## src/rtl/plt_ram.sv

```systemverilog
module plt_ram #(
    parameter int WIDTH = 32,
    parameter int DEPTH = 64
) (
    input  logic                     clk,
    input  logic                     we,
    input  logic [$clog2(DEPTH)-1:0] waddr,
    input  logic [WIDTH-1:0]         wdata,
    input  logic [$clog2(DEPTH)-1:0] raddr,
    output logic [WIDTH-1:0]         rdata
);

    logic [WIDTH-1:0] mem [DEPTH];

    // one write port, registered read port
    always_ff @(posedge clk)
    begin
        if (we)
        begin
            mem[waddr] <= wdata;
        end
        rdata <= mem[raddr];
    end

endmodule

```

## config.mk

```make
export PLATFORM = sky130hd
export DESIGN_NAME = plt_ram
export DESIGN_NICKNAME = d
export VERILOG_FILES = /design/src/rtl/plt_ram.sv
export SDC_FILE = /design/constraint.sdc
export NUM_CORES = 2
export LEC_CHECK = 0
export BUFFER_PORTS_ARGS = -buffer_cell sky130_fd_sc_hd__buf_2
export CORE_MARGIN = 5
export CORE_UTILIZATION = 40
export DETAILED_ROUTE_END_ITERATION = 16
export SLEW_MARGIN = 15
export SYNTH_ARGS = -nofsm -noshare
export SYNTH_HDL_FRONTEND = slang
export SYNTH_SLANG_ARGS = --single-unit
```

## constraint.sdc

```tcl
create_clock -name clk -period 3.7 [get_ports clk]
set_clock_uncertainty 0.2 [all_clocks]
set_input_delay 0.555 -clock clk [delete_from_list [all_inputs] [get_ports clk]]
set_output_delay 0.555 -clock clk [all_outputs]
set_load 0.005 [all_outputs]
```

==> results.tsv <==
stage	metric	value	unit
die	core area	0.1952	sq mm
logic_synthesis	Synth area leaders	edfxtp_1 (78%), mux4_2 (16%), mux2i_1 (1.2%)	
sta	Slew @ Worst Pin	1.146	ns
routing	Pre-antenna DRT Iters	7	
logic_synthesis	Syn Std Cell Area	0.07852	sq mm
critical_path	CP Max Fanout	41	
critical_path	reg2reg setup slack	0.94	ns
sta	Slew Limit Headroom	23.60	%
critical_path	Crit Path Category	input port to flip-flop	
routing	Total Wirelength	205600	um
run	MaxCap Viol Count	0	
global_routing	gr usage total	19.98	%
clock_tree	Root Buffer	clkbuf_16	
sta	Final WS setup	0.6281	ns
logic_synthesis	Post-Syn Nets	3370	
placed_design	placer congestion estimate	0.7799	
status	outcome	completed	
die	full die area	0.2053	sq mm
critical_path	Worst Reg-to-Reg Cells	4	
clock_tree	worst skew pair latency	0.84	ns
routing	Final ANT Viol Nets	0	
hold_path	HP Start	wdata[24]	
placed_design	Detail Placement HPWL	118700	um
clock_tree	postcts setup bufs	0	
global_routing	vias in the first global route	38029	
routing	DR vias/cell	5.736	
placed_design	DP Worst Slack	-0.02315	ns
logic_synthesis	Seq cells post-synth	2080	
sta	fmax	0.3255	GHz
sta	post-route minimum period	3.072	ns
hold_path	HP Class	input port to flip-flop	
critical_path	R2R Path End	rdata[24]	
die	die width	453.0	um
logic_synthesis	ys flop type	edfxtp_1	
critical_path	crit path DAT	3.53	ns
final_layout	layout cells sized above 1	32.38	%
clock_tree	TritonCTS clock tree	built	
die	Die Y	453.0	um
sta	setup violators final	0	
critical_path	Crit-path slowest cell	o22ai_1	
sta	setup TNS	0	ns
clock_tree	Num CTS Buffers	201	
clock_tree	Max Buffers Root-to-Sink	3	
critical_path	Reg2Reg Launch Point	mem[10][24]	
clock_tree	clock transition at the registers of the reported paths	0.06	ns
logic_synthesis	post-synth top area cell	edfxtp_1	
logic_synthesis	YS warnings	0	
critical_path	critical path required time	4.15	ns
final_layout	fin nets	3750	
final_layout	# fillers	15865	
die	row cnt	162	
clock_tree	H-tree depth	4	
global_routing	initial antenna violation count	26	
logic_synthesis	register area share after synthesis	79.14	%
sta	RSZ-0062 raised after global routing	false	
clock_tree	Post-CTS Resized	0	
critical_path	CP Cell Sequence	buf_8 > buf_4 > buf_4 > mux4_2 > mux4_2 > o22ai_1 > nor2_1	
critical_path	CP endpoint kind	flip-flop	
die	Initial Utilization	40.22	%
power_and_ir_drop	PwrDens	534.3	mW/mm^2
sta	max-slew violations	0	
placed_design	Port Buffers	77	
logic_synthesis	Cell variety after synth	34	
die	# IOs	78	
clock_tree	Hold Buf Count CTS	1	
final_layout	Final Util	46.75	%
critical_path	peak per-stage delay on the critical path	0.88	ns
routing	DR vias	37352	
hold_path	hold path depth	1	
logic_synthesis	Mapped Cells	3324	
logic_synthesis	top-count cell post-synth	edfxtp_1	
critical_path	Startpoint Class	input port	
final_layout	layout overhead on the synthesized area	16.23	%
sta	final period utilization	83.02	%
routing	Initial DRC Count	4258	
global_routing	first-pass GRT wire length	289800	um
logic_synthesis	Syn Area/Cell	23.62	sq um
global_routing	grt total ovfl	0	
logic_synthesis	Post-synth ARST share	0	%
logic_synthesis	EDFF count, synth	2048	
routing	post-DR wirelength/cell	31.57	um
final_layout	Final Cell Area	0.09126	sq mm
power_and_ir_drop	Pleak	28.49	nW
routing	DRC violations left	0	
logic_synthesis	share of the synthesized area in the top cell type	78.33	%
sta	Hold Vio Cnt, Final	0	
power_and_ir_drop	maximum VDD drop	504.4	uV
hold_path	WHS Endpoint	mem[30][24]	
global_routing	largest net degree at the start of global routing	65	
logic_synthesis	Commonest cells post-synth	edfxtp_1 (2048), mux4_2 (544), nor2_1 (137)	
clock_tree	clk sinks	2080	
placed_design	placed instance area	0.08473	sq mm
-- state kept, by name, summed over array words and instances, names as in the netlist --
name	count
mem	2048
rdata	32
-- how the worst max path moves through the flow --
stage                         from  cells after the start          to  slack [ns]
after floorplan           waddr[5]                      4  mem[39][0]        0.29
after global placement    raddr[0]                      7   rdata[11]       -0.05
after detailed placement  raddr[0]                      7   rdata[11]       -0.02
after CTS                 raddr[0]                      7   rdata[11]        0.86
after global routing      raddr[1]                      7   rdata[24]        0.60
final                     raddr[1]                      7   rdata[24]        0.63
-- layout by cell type, fill, tap and decap left out, drive strengths merged, types with 4 or more instances in the layout --
cell type  Yosys  layout
edfxtp      2048    2048
mux4         544     544
buf          108     357
clkbuf        74     265
nor2         137     137
mux2i         93      93
clkinv         0      90
o22ai         84      84
a21oi         62      62
dfxtp         32      32
o221ai        27      27
nand2         26      26
nor2b         15      15
bufinv         0      13
a22oi         12      12
inv            0       9
a311oi         8       8
nand2b         8       8
nor3           7       7
diode          0       6
nand3b         5       5
nand3          5       5
or3b           5       5
and3           4       4
a41o           4       4
o32ai          4       4
clkinvlp       0       4
-- per-stage QoR --
step / power, mW / instances / hold slack, ns
after floorplan: 27.90 / 3324 / 0.4539
after global placement: 29.23 / 6122 / 0.6111
after detailed placement: 29.27 / 6122 / 0.6735
after CTS: 49.14 / 6504 / 0.02316
after global routing: 50.28 / 6507 / 0.04590
final: 48.76 / 6512 / 0.07370
-- report_power, final --
part / total (mW) / internal [mW] / switching, mW
registers: 26.2 / 26.1 / 0.110
clock network: 20.0 / 11.3 / 8.71
logic: 2.54 / 0.998 / 1.54
-- worst max-delay path, delay by kind of cell --
kind,cells,cell delay [ns]
buffers and inverters,3,1.07
AOI/OAI and AO/OA,1,0.88
muxes,2,0.83
and+or+nand+nor,1,0.16
-- routing by layer --
layer | routed length, um | vias to the layer above | GRT usage [%]
met5 | 52 | - | 0
li1 | - | 15074 | -
met1 | 81540 | 20369 | 27.44
met2 | 100800 | 1600 | 32.69
met3 | 17720 | 301 | 4.236
met4 | 5481 | 8 | 5.397
-- cell families (layout without fill, tap and decap cells) --
group	count (synthesis)	after routing	synth area share (%)
simple gates	223	223	1.265
mux	637	637	16.79
compound gates	202	202	1.673
buf+inv	182	740	1.128
other cells	0	6	0
flops	2080	2080	79.14
-- area by class of cell --
cell class                 instances  area (sq um)  area share, %
multi-input combinational       1062         15980          17.51
sequential                      2080         62140          68.09
tap                             2624          3283          3.598
antenna                            6         15.01        0.01645
clock buffer                     265          5454          5.976
clock inverter                   116          1001          1.097
timing repair buffer             359          3385          3.709
Note: power is estimated with default switching activity, not from simulation.
