==> src/rtl/plt_pkg.sv <==
package plt_pkg;

    // Configuration register indexes (byte address = 4 * index)
    localparam logic [2:0] REG_MIN_DIST = 3'd0;
    localparam logic [2:0] REG_MAX_DIST = 3'd1;
    localparam logic [2:0] REG_FALLOFF  = 3'd2;
    localparam logic [2:0] REG_SCALER   = 3'd3;
    localparam logic [2:0] REG_BLEND    = 3'd4;

    localparam logic [30:0] MAX_DIST_RST = 31'd655360;
    localparam logic [30:0] SCALER_RST   = 31'd65536;
    localparam logic [16:0] ONE_Q16      = 17'h10000;
    localparam logic [47:0] DEV_MAX      = 48'hFFFF_FFFF_FFFF;
    localparam logic [31:0] ARC_MAX      = 32'hFFFF_FFFF;

    // Step counts of the shared iterative unit
    localparam logic [6:0] SQRT_STEPS = 7'd32;
    localparam logic [6:0] DEV_STEPS  = 7'd48;
    localparam logic [6:0] FULL_STEPS = 7'd64;

    typedef struct packed {
        logic [30:0] min_dist;
        logic [30:0] max_dist;
        logic [30:0] falloff;
        logic [30:0] scaler;
        logic [16:0] blend;
    } cfg_t;

    typedef struct packed {
        logic [32:0] mul_a;
        logic [31:0] mul_b;
        logic        ld;
        logic        sqrt;
        logic [63:0] rem_init;
        logic [63:0] quo_init;
        logic [63:0] divisor;
        logic [6:0]  steps;
    } alu_cmd_t;

    typedef struct packed {
        logic [64:0] prod;
        logic [63:0] quo;
        logic [31:0] root;
        logic        busy;
    } alu_res_t;

    typedef enum logic [4:0] {
        ST_IDLE, ST_SEG, ST_SQY, ST_SQLD, ST_SQW, ST_ARC, ST_NUM, ST_DEN,
        ST_DCHK, ST_DIVW, ST_ACC, ST_STORE, ST_FIN, ST_FDIV, ST_FDIVW,
        ST_BL1, ST_BL2, ST_BL3, ST_WA, ST_WB, ST_WC, ST_RX0, ST_RX1, ST_RX2,
        ST_FRAC, ST_FRACW, ST_IX, ST_IY, ST_IYW, ST_OUT
    } state_t;

endpackage

==> src/rtl/plt_cfg.sv <==
module plt_cfg
    import plt_pkg::*;
(
    input  logic        clk,
    input  logic        rst_n,
    input  logic        psel,
    input  logic        penable,
    input  logic        pwrite,
    input  logic [4:0]  paddr,
    input  logic [31:0] pwdata,
    output logic [31:0] prdata,
    output logic        pready,
    output cfg_t        cfg
);

    cfg_t        cfg_reg;
    cfg_t        cfg_next;
    logic [2:0]  idx;
    logic        wr;

    assign idx    = paddr[4:2];
    assign wr     = psel & penable & pwrite;
    assign pready = 1'b1;
    assign cfg    = cfg_reg;

    // register write decode
    always_comb
    begin
        cfg_next = cfg_reg;
        if (wr)
        begin
            unique case (idx)
                REG_MIN_DIST: cfg_next.min_dist = pwdata[30:0];
                REG_MAX_DIST: cfg_next.max_dist = pwdata[30:0];
                REG_FALLOFF:  cfg_next.falloff  = pwdata[30:0];
                REG_SCALER:   cfg_next.scaler   = pwdata[30:0];
                REG_BLEND:    cfg_next.blend    = pwdata[16:0];
                default:      cfg_next = cfg_reg;
            endcase
        end
    end

    always_ff @(posedge clk or negedge rst_n)
    begin
        if (!rst_n)
        begin
            cfg_reg.min_dist <= '0;
            cfg_reg.max_dist <= MAX_DIST_RST;
            cfg_reg.falloff  <= '0;
            cfg_reg.scaler   <= SCALER_RST;
            cfg_reg.blend    <= '0;
        end
        else
        begin
            cfg_reg <= cfg_next;
        end
    end

    // read back
    always_comb
    begin
        unique case (idx)
            REG_MIN_DIST: prdata = {1'b0, cfg_reg.min_dist};
            REG_MAX_DIST: prdata = {1'b0, cfg_reg.max_dist};
            REG_FALLOFF:  prdata = {1'b0, cfg_reg.falloff};
            REG_SCALER:   prdata = {1'b0, cfg_reg.scaler};
            REG_BLEND:    prdata = {15'b0, cfg_reg.blend};
            default:      prdata = '0;
        endcase
    end

endmodule

==> config.mk <==
export PLATFORM = sky130hd
export DESIGN_NAME = plt_cfg
export DESIGN_NICKNAME = d
export VERILOG_FILES = /design/src/rtl/plt_pkg.sv /design/src/rtl/plt_cfg.sv
export SDC_FILE = /design/constraint.sdc
export NUM_CORES = 1
export LEC_CHECK = 0
export ABC_AREA = 1
export BUFFER_PORTS_ARGS = -buffer_cell sky130_fd_sc_hd__buf_2
export CAP_MARGIN = 5
export CORE_MARGIN = 3
export CORE_UTILIZATION = 51
export CTS_CLUSTER_SIZE = 10
export DETAILED_ROUTE_END_ITERATION = 16
export GPL_TIMING_DRIVEN = 1
export PLACE_DENSITY = 0.87
export SLEW_MARGIN = 10
export SYNTH_ARGS = -nofsm -noshare
export SYNTH_HDL_FRONTEND = slang
export SYNTH_SLANG_ARGS = --single-unit
==> constraint.sdc <==
create_clock -name clk -period 1.52 [get_ports clk]
set_input_delay 0.304 -clock clk [delete_from_list [all_inputs] [get_ports clk]]
set_output_delay 0.304 -clock clk [all_outputs]
set_load 0.005 [all_outputs]
==> results by group <==
Setup path
  • Worst setup EP type: output pin
  • Critical path peak fanout: 6
  • CP peak stage delay: 0.14 ns
  • Crit Path Category: in2out
  • CP most frequent cell: buf_12
  • CP cell instances: buf_12 > nor2_4 > buf_12 > buf_8 > buf_12 > nand3_2 > o21ai_1 > inv_1 > nand2_1 > buf_2
  • Crit path required time: 1.22 ns
  • Crit path DAT: 1.34 ns
  • Crit start category: primary input
  • Max stage delay cell, worst path: nor2_4

GRT
  • Gr usage total: 31.7%
  • GRT overflow: 0
  • First-pass GRT wire length: 35700 microns
  • Antenna violations before repair: 0
  • Number of global-route vias before repair: 6797
  • Largest net degree at the start of global routing: 48

Timing
  • Final Worst Setup Slack: -0.128 ns
  • Clk_skew: 0 ns
  • Max Slew Vio Count: 0
  • Achievable Freq: 0.607 GHz
  • Min Tclk post-route: 1.65 ns
  • RSZ-0062 raised after global routing: true
  • Fin. Hold Viols: 0
  • Endpoints failing setup: 31
  • Period utilization: 108%

Floorplanning
  • Die width: 120 microns
  • Starting density of the core: 53.6%
  • Full die area: 0.0143 sq mm
  • Die height: 120 microns
  • # rows: 40
  • Core area: 0.0123 sq mm
  • I/O pin count: 216

Clock tree
  • CTS tree: done
  • Root Driver: clkbuf_16
  • CTS buffer count: 17
  • Clk sinks: 141
  • H-tree depth: 4
  • Skew-Pair Late Insertion Delay: 0.43 ns
  • Clock buffer depth: 2
  • Clock transition at path regs: 0.06 ns

Status
  • Violated checks: negative setup slack
  • Outcome: finished with violations

Cells and area
  • Share of layout cells above drive strength 1: 36.9%
  • Fillers: 779
  • Register area: 0.00353 sq mm
  • Area of the multi-input gates: 0.00258 sq mm
  • Final antenna diode count: 0
  • Design area: 0.00959 sq mm
  • Layout overhead on the synthesized area: 45.3%
  • Max reg flops: 141
  • # nets final: 1155

Synthesis
  • Cells after synthesis: 819
  • Ys flop type: dfrtp_1
  • Syn avg cell area: 8.06 sq um
  • Post-synth top area share: 52.3%
  • Post-synth top cells: nand2_1, o21ai_0, dfrtp_1
  • Synth area leaders: dfrtp_1, nand2_1, o21ai_0
  • Synthesis Warnings: 0
  • Yosys reg bits: 141
  • Area leader, netlist: dfrtp_1
  • Unique cell type count in the Yosys netlist: 25
  • Async SR Flop Fraction: 100%
  • Top-count cell post-synth: nand2_1
  • Net Count, Synth: 861
  • Post-synth EDFFs: 0
  • Mapped cell area: 0.00660 sq mm
  • Sequential area share after synthesis: 53.5%

Route
  • Drc violations: 0
  • Drt total wl: 23500 microns
  • Detailed-route via count: 7306
  • Initial DRT Pass Iterations: 6
  • Post-DRT Antenna Nets: 0
  • DR WL/cell: 18.1 microns
  • Detailed Route Iter0 Violations: 916
  • Post-DR vias/cell: 5.65

Worst hold path
  • Min-delay worst type: in2reg

Placement
  • DP Worst Slack: -0.183 ns
  • GP Congestion: 0.907
  • Hpwl dp: 14300 microns
  • Port bufs: 210
  • Dpl cell area: 0.00813 sq mm

Power and ir drop
  • Final Power: 12.1 mW
  • VDD IR max: 0.737 mV
  • Sw Share: 30.9%
  • Lkg Pwr: 5.27 nW
  • Cell internal pwr: 8.34 mW
  • Clk pwr share: 32.8%
  • Pwr per Cell Area: 1260 mW/mm^2
  • Reg power frac: 42.0%
  • Switching power: 3.73 mW
  • Logic pwr share: 25.2%

Job
  • Max_cap viols: 0
## per-layer routing
layer | track usage (%) | part of all wire (%)
met5 | 0 | 0
met3 | 6.69 | 9.2
met1 | 39.2 | 37
met2 | 53.3 | 50
met4 | 15.1 | 4.4
## repair_timing
action | 4_1_cts | 5_1_grt
endpoints found under the setup margin | 31 | 31
gates resized for setup | 56 | 40
buffers inserted | 52 | 14
endpoints found under the hold margin | 38 | 0
gates cloned | 5 | 0
hold buffers | 1 | 0
pin swaps | 34 | 22
## logic make-up (layout without fill, tap and decap cells)
logic type	Yosys count	count (layout)	synth area share [%]
and+or+nand+nor	345	346	22.9
AOI/OAI and AO/OA	176	176	13.3
buffers and inverters	155	461	10.1
DFF	141	141	53.5
other	2	2	0.114
## cell type report
cell class | count | share of cell area, %
sequential | 141 | 36.8
multi-input combinational | 524 | 26.9
timing repair buffer | 327 | 24.1
clock buffer | 22 | 4.94
inverter | 102 | 4.17
tap | 168 | 2.19
clock inverter | 10 | 0.939
## metrics by stage
step	hold slack (ns)	setup TNS [ns]	utilization (%)	instances
floorplan	0.00841	0	-	819
global placement	0.271	-4.72	66.0	1192
detailed placement	0.272	-5.87	66.0	1192
CTS	0.0954	-0.982	76.2	1282
global route	0.0967	-3.70	77.9	1294
finish	0.0966	-1.98	77.9	1294
## path summary, 6_finish.rpt
kind                                 from         to  slack, ns  cells after the start
worst min register to register    cfg[69]    cfg[69]       0.51                      2
worst max-delay path             paddr[2]  prdata[8]      -0.13                     10
worst min-delay path            pwdata[6]    cfg[23]        0.1                      3
min in group asynchronous           rst_n    cfg[22]       0.40                      2
worst max register to register   cfg[116]   cfg[116]       0.36                      4
max in group asynchronous           rst_n    cfg[33]       0.54                      3
## cell usage in the layout (no fill, tap or decap), types with 2 or more instances in the layout
cell type and instances:
o21ai_1 19, dfstp_2 3, nand2_2 5, o21ai_0 134, nor2_2 5, clkinv_2 4, nand3_2 21, buf_16 3
clkbuf_1 2, nand3_4 4, buf_4 88, conb_1 2, buf_2 203, dfrtp_1 138, clkinv_4 2, nand2_1 216
nand3_1 29, clkbuf_8 3, buf_6 10, o21ai_2 9, buf_8 3, buf_12 19, nor2_4 2, inv_2 7
nand4_1 28, inv_1 93, nor2_1 34, clkinvlp_4 3, a21oi_1 14, clkbuf_16 17
## worst max-delay path: cells and delay by family
kind                   cells  cell delay, ns
AO/OA/AOI/OAI              1            0.09
buffers and inverters      6            0.66
AND/OR/NAND/NOR            3            0.28
## power by group through the flow
stage	logic (mW)	clock network, mW	registers (mW)
after detailed placement	2.34	0	5.11
after global placement	2.25	0	5.08
after CTS	2.85	3.94	5.01
after global routing	3.34	4.14	5.14
after floorplan	0.913	0	5.10
final	3.05	3.95	5.07
(Power assumes the default switching activity.)
