$ cat config.mk
export PLATFORM = sky130hd
export DESIGN_NAME = plt_alu
export DESIGN_NICKNAME = d
export VERILOG_FILES = /design/src/rtl/plt_pkg.sv /design/src/rtl/plt_alu.sv
export SDC_FILE = /design/constraint.sdc
export NUM_CORES = 2
export LEC_CHECK = 0
export ABC_CLOCK_PERIOD_IN_PS = 8000
export BUFFER_PORTS_ARGS = -buffer_cell sky130_fd_sc_hd__buf_4
export CORE_ASPECT_RATIO = 0.9
export CORE_MARGIN = 2
export CORE_UTILIZATION = 23
export CTS_CLUSTER_SIZE = 40
export DETAILED_ROUTE_END_ITERATION = 16
export GPL_ROUTABILITY_DRIVEN = 0
export PLACE_DENSITY = 0.49
export RECOVER_POWER = 100
export SLEW_MARGIN = 20
export SYNTH_ARGS = -nofsm -noshare
export SYNTH_HDL_FRONTEND = slang
export SYNTH_SLANG_ARGS = --single-unit
$ cat constraint.sdc
create_clock -name clk -period 8 [get_ports clk]
set_input_delay 1.2 -clock clk [delete_from_list [all_inputs] [get_ports clk]]
set_output_delay 1.2 -clock clk [all_outputs]
set_load 0.03 [all_outputs]
$ cat src/rtl/plt_pkg.sv
package plt_pkg;

    // Configuration register indexes (byte address = 4 * index)
    localparam logic [2:0] REG_MIN_DIST = 3'd0;
    localparam logic [2:0] REG_MAX_DIST = 3'd1;
    localparam logic [2:0] REG_FALLOFF  = 3'd2;
    localparam logic [2:0] REG_SCALER   = 3'd3;
    localparam logic [2:0] REG_BLEND    = 3'd4;

    localparam logic [30:0] MAX_DIST_RST = 31'd655360;
    localparam logic [30:0] SCALER_RST   = 31'd65536;
    localparam logic [16:0] ONE_Q16      = 17'h10000;
    localparam logic [47:0] DEV_MAX      = 48'hFFFF_FFFF_FFFF;
    localparam logic [31:0] ARC_MAX      = 32'hFFFF_FFFF;

    // Step counts of the shared iterative unit
    localparam logic [6:0] SQRT_STEPS = 7'd32;
    localparam logic [6:0] DEV_STEPS  = 7'd48;
    localparam logic [6:0] FULL_STEPS = 7'd64;

    typedef struct packed {
        logic [30:0] min_dist;
        logic [30:0] max_dist;
        logic [30:0] falloff;
        logic [30:0] scaler;
        logic [16:0] blend;
    } cfg_t;

    typedef struct packed {
        logic [32:0] mul_a;
        logic [31:0] mul_b;
        logic        ld;
        logic        sqrt;
        logic [63:0] rem_init;
        logic [63:0] quo_init;
        logic [63:0] divisor;
        logic [6:0]  steps;
    } alu_cmd_t;

    typedef struct packed {
        logic [64:0] prod;
        logic [63:0] quo;
        logic [31:0] root;
        logic        busy;
    } alu_res_t;

    typedef enum logic [4:0] {
        ST_IDLE, ST_SEG, ST_SQY, ST_SQLD, ST_SQW, ST_ARC, ST_NUM, ST_DEN,
        ST_DCHK, ST_DIVW, ST_ACC, ST_STORE, ST_FIN, ST_FDIV, ST_FDIVW,
        ST_BL1, ST_BL2, ST_BL3, ST_WA, ST_WB, ST_WC, ST_RX0, ST_RX1, ST_RX2,
        ST_FRAC, ST_FRACW, ST_IX, ST_IY, ST_IYW, ST_OUT
    } state_t;

endpackage

$ cat src/rtl/plt_alu.sv
module plt_alu
    import plt_pkg::*;
(
    input  logic     clk,
    input  logic     rst_n,
    input  alu_cmd_t cmd,
    output alu_res_t res
);

    logic [64:0] prod_reg;
    logic [63:0] rem_reg;
    logic [63:0] rem_next;
    logic [63:0] quo_reg;
    logic [63:0] quo_next;
    logic [63:0] dvs_reg;
    logic [31:0] root_reg;
    logic [31:0] root_next;
    logic        sqrt_reg;
    logic [6:0]  cnt_reg;
    logic [6:0]  cnt_next;
    logic [64:0] trial;
    logic [64:0] opb;
    logic [65:0] diff;
    logic        ge;

    // shared compare and subtract: restoring division or square root step
    assign trial = sqrt_reg ? {rem_reg[62:0], quo_reg[63:62]} : {rem_reg, quo_reg[63]};
    assign opb   = sqrt_reg ? {31'b0, root_reg, 2'b01} : {1'b0, dvs_reg};
    assign diff  = {1'b0, trial} - {1'b0, opb};
    assign ge    = ~diff[65];

    always_comb
    begin
        rem_next  = rem_reg;
        quo_next  = quo_reg;
        root_next = root_reg;
        cnt_next  = cnt_reg;
        if (cmd.ld)
        begin
            rem_next  = cmd.rem_init;
            quo_next  = cmd.quo_init;
            root_next = '0;
            cnt_next  = cmd.steps;
        end
        else if (cnt_reg != '0)
        begin
            rem_next = ge ? diff[63:0] : trial[63:0];
            cnt_next = cnt_reg - 7'd1;
            if (sqrt_reg)
            begin
                quo_next  = {quo_reg[61:0], 2'b00};
                root_next = {root_reg[30:0], ge};
            end
            else
            begin
                quo_next = {quo_reg[62:0], ge};
            end
        end
    end

    always_ff @(posedge clk or negedge rst_n)
    begin
        if (!rst_n)
        begin
            cnt_reg <= '0;
        end
        else
        begin
            cnt_reg <= cnt_next;
        end
    end

    // multiplier with registered product, iteration registers
    always_ff @(posedge clk)
    begin
        prod_reg <= cmd.mul_a * cmd.mul_b;
        rem_reg  <= rem_next;
        quo_reg  <= quo_next;
        root_reg <= root_next;
        if (cmd.ld)
        begin
            dvs_reg  <= cmd.divisor;
            sqrt_reg <= cmd.sqrt;
        end
    end

    assign res.prod = prod_reg;
    assign res.quo  = quo_reg;
    assign res.root = root_reg;
    assign res.busy = (cnt_reg != '0);

endmodule

==> run_results.csv <==
group,metric,value,unit
global_routing,grt-ovfl-total,0,
setup_path,crit_top_cell,"fa_1",
clocking,cts_made_buffers,43,
layout,fillers,23320,
logic_synthesis,synthFlopType,"edfxtp_1",
drt,drt-pass1-iter-count,7,
setup_path,r2r_cells,15,
run,maxCapViolations,4,
logic_synthesis,syn_area_per_cell,9.20,µm²
timing,timing.fmax,128,MHz
timing,finalSetupViolCount,0,
global_routing,grt-busiest-layer,"met2",
place,post-dp-hpwl,140000,µm
global_routing,grtUsageMet2,23.7,%
global_routing,antenna_found_initial,19,
drt,via_per_inst,4.38,
die,initial_utilization,23.2,%
logic_synthesis,synthDistinctLibCells,73,
setup_path,slowest_delay,0.58,ns
drt,drc,0,
clocking,clk_latency,0.66,ns
timing,rsz0062_at_grt,"yes",
logic_synthesis,async_flop_share,2.36,%
run_status,violations,"max-capacitance violations, max-slew violations",
layout,layout-drive-gt1-share,14.0,%
die,dieWidth,497,µm
logic_synthesis,yosys.area_share.simple,15.7,%
logic_synthesis,synthCells,5471,
logic_synthesis,ys_seq_area_share,15.7,%
logic_synthesis,synth_area_leaders,"fa_1 37%, edfxtp_1 12%, ha_1 8.2%",
setup_path,regToRegStartpoint,"sqrt_reg",
clocking,cts_tree,"done",
layout,fin_util,27.8,%
logic_synthesis,yosys_warnings,0,
die,ios,430,
logic_synthesis,synth_xor_area_share,2.07,%
timing,fin_ws,0.193,ns
die,die_h,448,µm
setup_path,startpoint_type,"input pin",
logic_synthesis,synth_top_family_by_area,"adder cells",
global_routing,met3_usage,3.15,%
clocking,clock_path_buffers,3,
layout,final_cell_mix,"974 x inv_1, 920 x fa_1, 848 x nand2_1",
logic_synthesis,synth_top_area_share,36.9,%
timing,relSlewSlack,-199,%
timing,min_period,7.81,ns
logic_synthesis,syn-num-nets,6995,
logic_synthesis,yosysTopAreaCell,"fa_1",
timing,fin_hold_ws,0.456,ns
drt,detail-route-antenna-nets,0,
global_routing,grt_max_degree,134,
layout,largest_reg_flops,65,
clocking,root_buffer,"clkbuf_16",
setup_path,cp_data_required_time,8.51,ns
hold_path,hp-class,"input pin to asynchronous set/reset pin",
timing,tns,0,ns
timing,fin_skew,0.0393,ns
place,port-buffer-count,429,
die,rows,162,
layout,final_nets,7541,
die,coreArea,217000,µm²
logic_synthesis,synth-adder-area-share,45.1,%
clocking,hold_buffers,0,
logic_synthesis,synth.area.mux_share,3.50,%
logic_synthesis,synth_edf_count,193,
layout,final_common_cell,"inv_1",
drt,drtIter0Drc,2535,
global_routing,grt_pass1_vias,41439,
timing,tightest_slew,4.48,ns
drt,via_count,39156,
setup_path,r2r_end,"rem_reg[57]",
setup_path,critPathSlowestCell,"fa_1",
clocking,h-tree-depth,2,
run_status,status,"complete, but fails checks",
global_routing,grt.total_usage,14.8,%
setup_path,path_max_fanout,16,
timing,fin_crit_sh,97.6,%
clocking,cts_sinks,297,
setup_path,endpoint_kind,"register",
clocking,cts.clk_slew.worst_paths,0.06,ns
logic_synthesis,synth-seq-cells,297,
setup_path,r2r_slack,2.46,ns
drt,wl_per_cell,18.5,µm
place,dp_slack,-1.16,ns
timing,slew_viol_final,314,
logic_synthesis,syn_area,50300,µm²
global_routing,grt_pass1_wl,255000,µm
logic_synthesis,synth_compound_area_share,8.13,%
drt,totalWireLength,165000,µm
layout,synthToLayoutAreaGrowth,20.0,%
global_routing,met1_usage,20.1,%
die,dieArea,223000,µm²
setup_path,arrival,8.31,ns
timing,final_hold_viol_count,0,
setup_path,criticalPathCategory,"input pin to register",
routing by layer:
metal	vias up	part of all wire (%)	routed length [µm]
met5	-	0.019	31
li1	18091	-	-
met4	4	3.0	5020
met2	939	46	75900
met1	19956	45	73900
met3	166	6.4	10600
worst max-delay path: cells and delay by family:
| kind | cells | cell delay, ns |
|---|---|---|
| buffers and inverters | 6 | 1.04 |
| AOI/OAI and AO/OA | 9 | 1.49 |
| adders and majority gates | 9 | 4.27 |
| and+or+nand+nor | 1 | 0.12 |
| xor gates and xnor gates | 1 | 0.15 |
synth_stat cells (49+ instances only):
master,number
a21o_1,72
a21oi_1,236
and2_1,490
clkbuf_1,299
dfxtp_1,97
edfxtp_1,193
fa_1,927
ha_1,329
inv_1,977
mux2_2,64
mux2i_1,103
nand2_1,849
nand4_1,50
nor2_1,122
o21ai_0,132
xnor2_1,70
xor2_1,49
repair_timing:
action	in CTS	in global routing
pin swaps	1	25
resized for setup	9	94
hold endpoints to repair	0	0
endpoints found under the setup margin	10	19
gates cloned	0	0
buffers inserted	1	3
how the worst max path moves through the flow:
stage | from | end | slack, ns | cells past startpoint
floorplan | cmd[251] | prod_reg[64] | 0.003 | 21
global placement | cmd[206] | prod_reg[45] | -1.19 | 27
detailed placement | cmd[208] | prod_reg[49] | -1.16 | 27
CTS | cmd[252] | prod_reg[49] | -0.02 | 27
global route | cmd[219] | prod_reg[63] | -0.02 | 28
finish | cmd[254] | prod_reg[63] | 0.19 | 26
through the flow:
stage | area, µm² | std cells
after floorplan | 50300 | 5471
after global placement | 59200 | 8840
after detailed placement | 59200 | 8840
after CTS | 60700 | 8921
after global routing | 60400 | 8929
final | 60400 | 8930
layout make-up:
type                       count  area [µm²]  area share, %
inverter                     978        3670           6.08
timing repair buffer         833        6000           9.93
sequential                   297        7910           13.1
antenna                        8        20.0         0.0332
multi-input combinational   3864       37800           62.5
tap                         2870        3590           5.95
clock buffer                  57        1200           1.99
clock inverter                23         225          0.373
logic make-up after synthesis:
kind of cell / count (synthesis)
AND/OR/NAND/NOR: 1656
buffers and inverters: 1310
adder cells (fa/ha/maj): 1256
AO/OA/AOI/OAI: 665
flip-flops: 297
multiplexers: 168
XOR/XNOR: 119
Power is left out: the tool's default activity adds up to more than one toggle a clock period on the data nets, which glitch-free logic cannot reach.
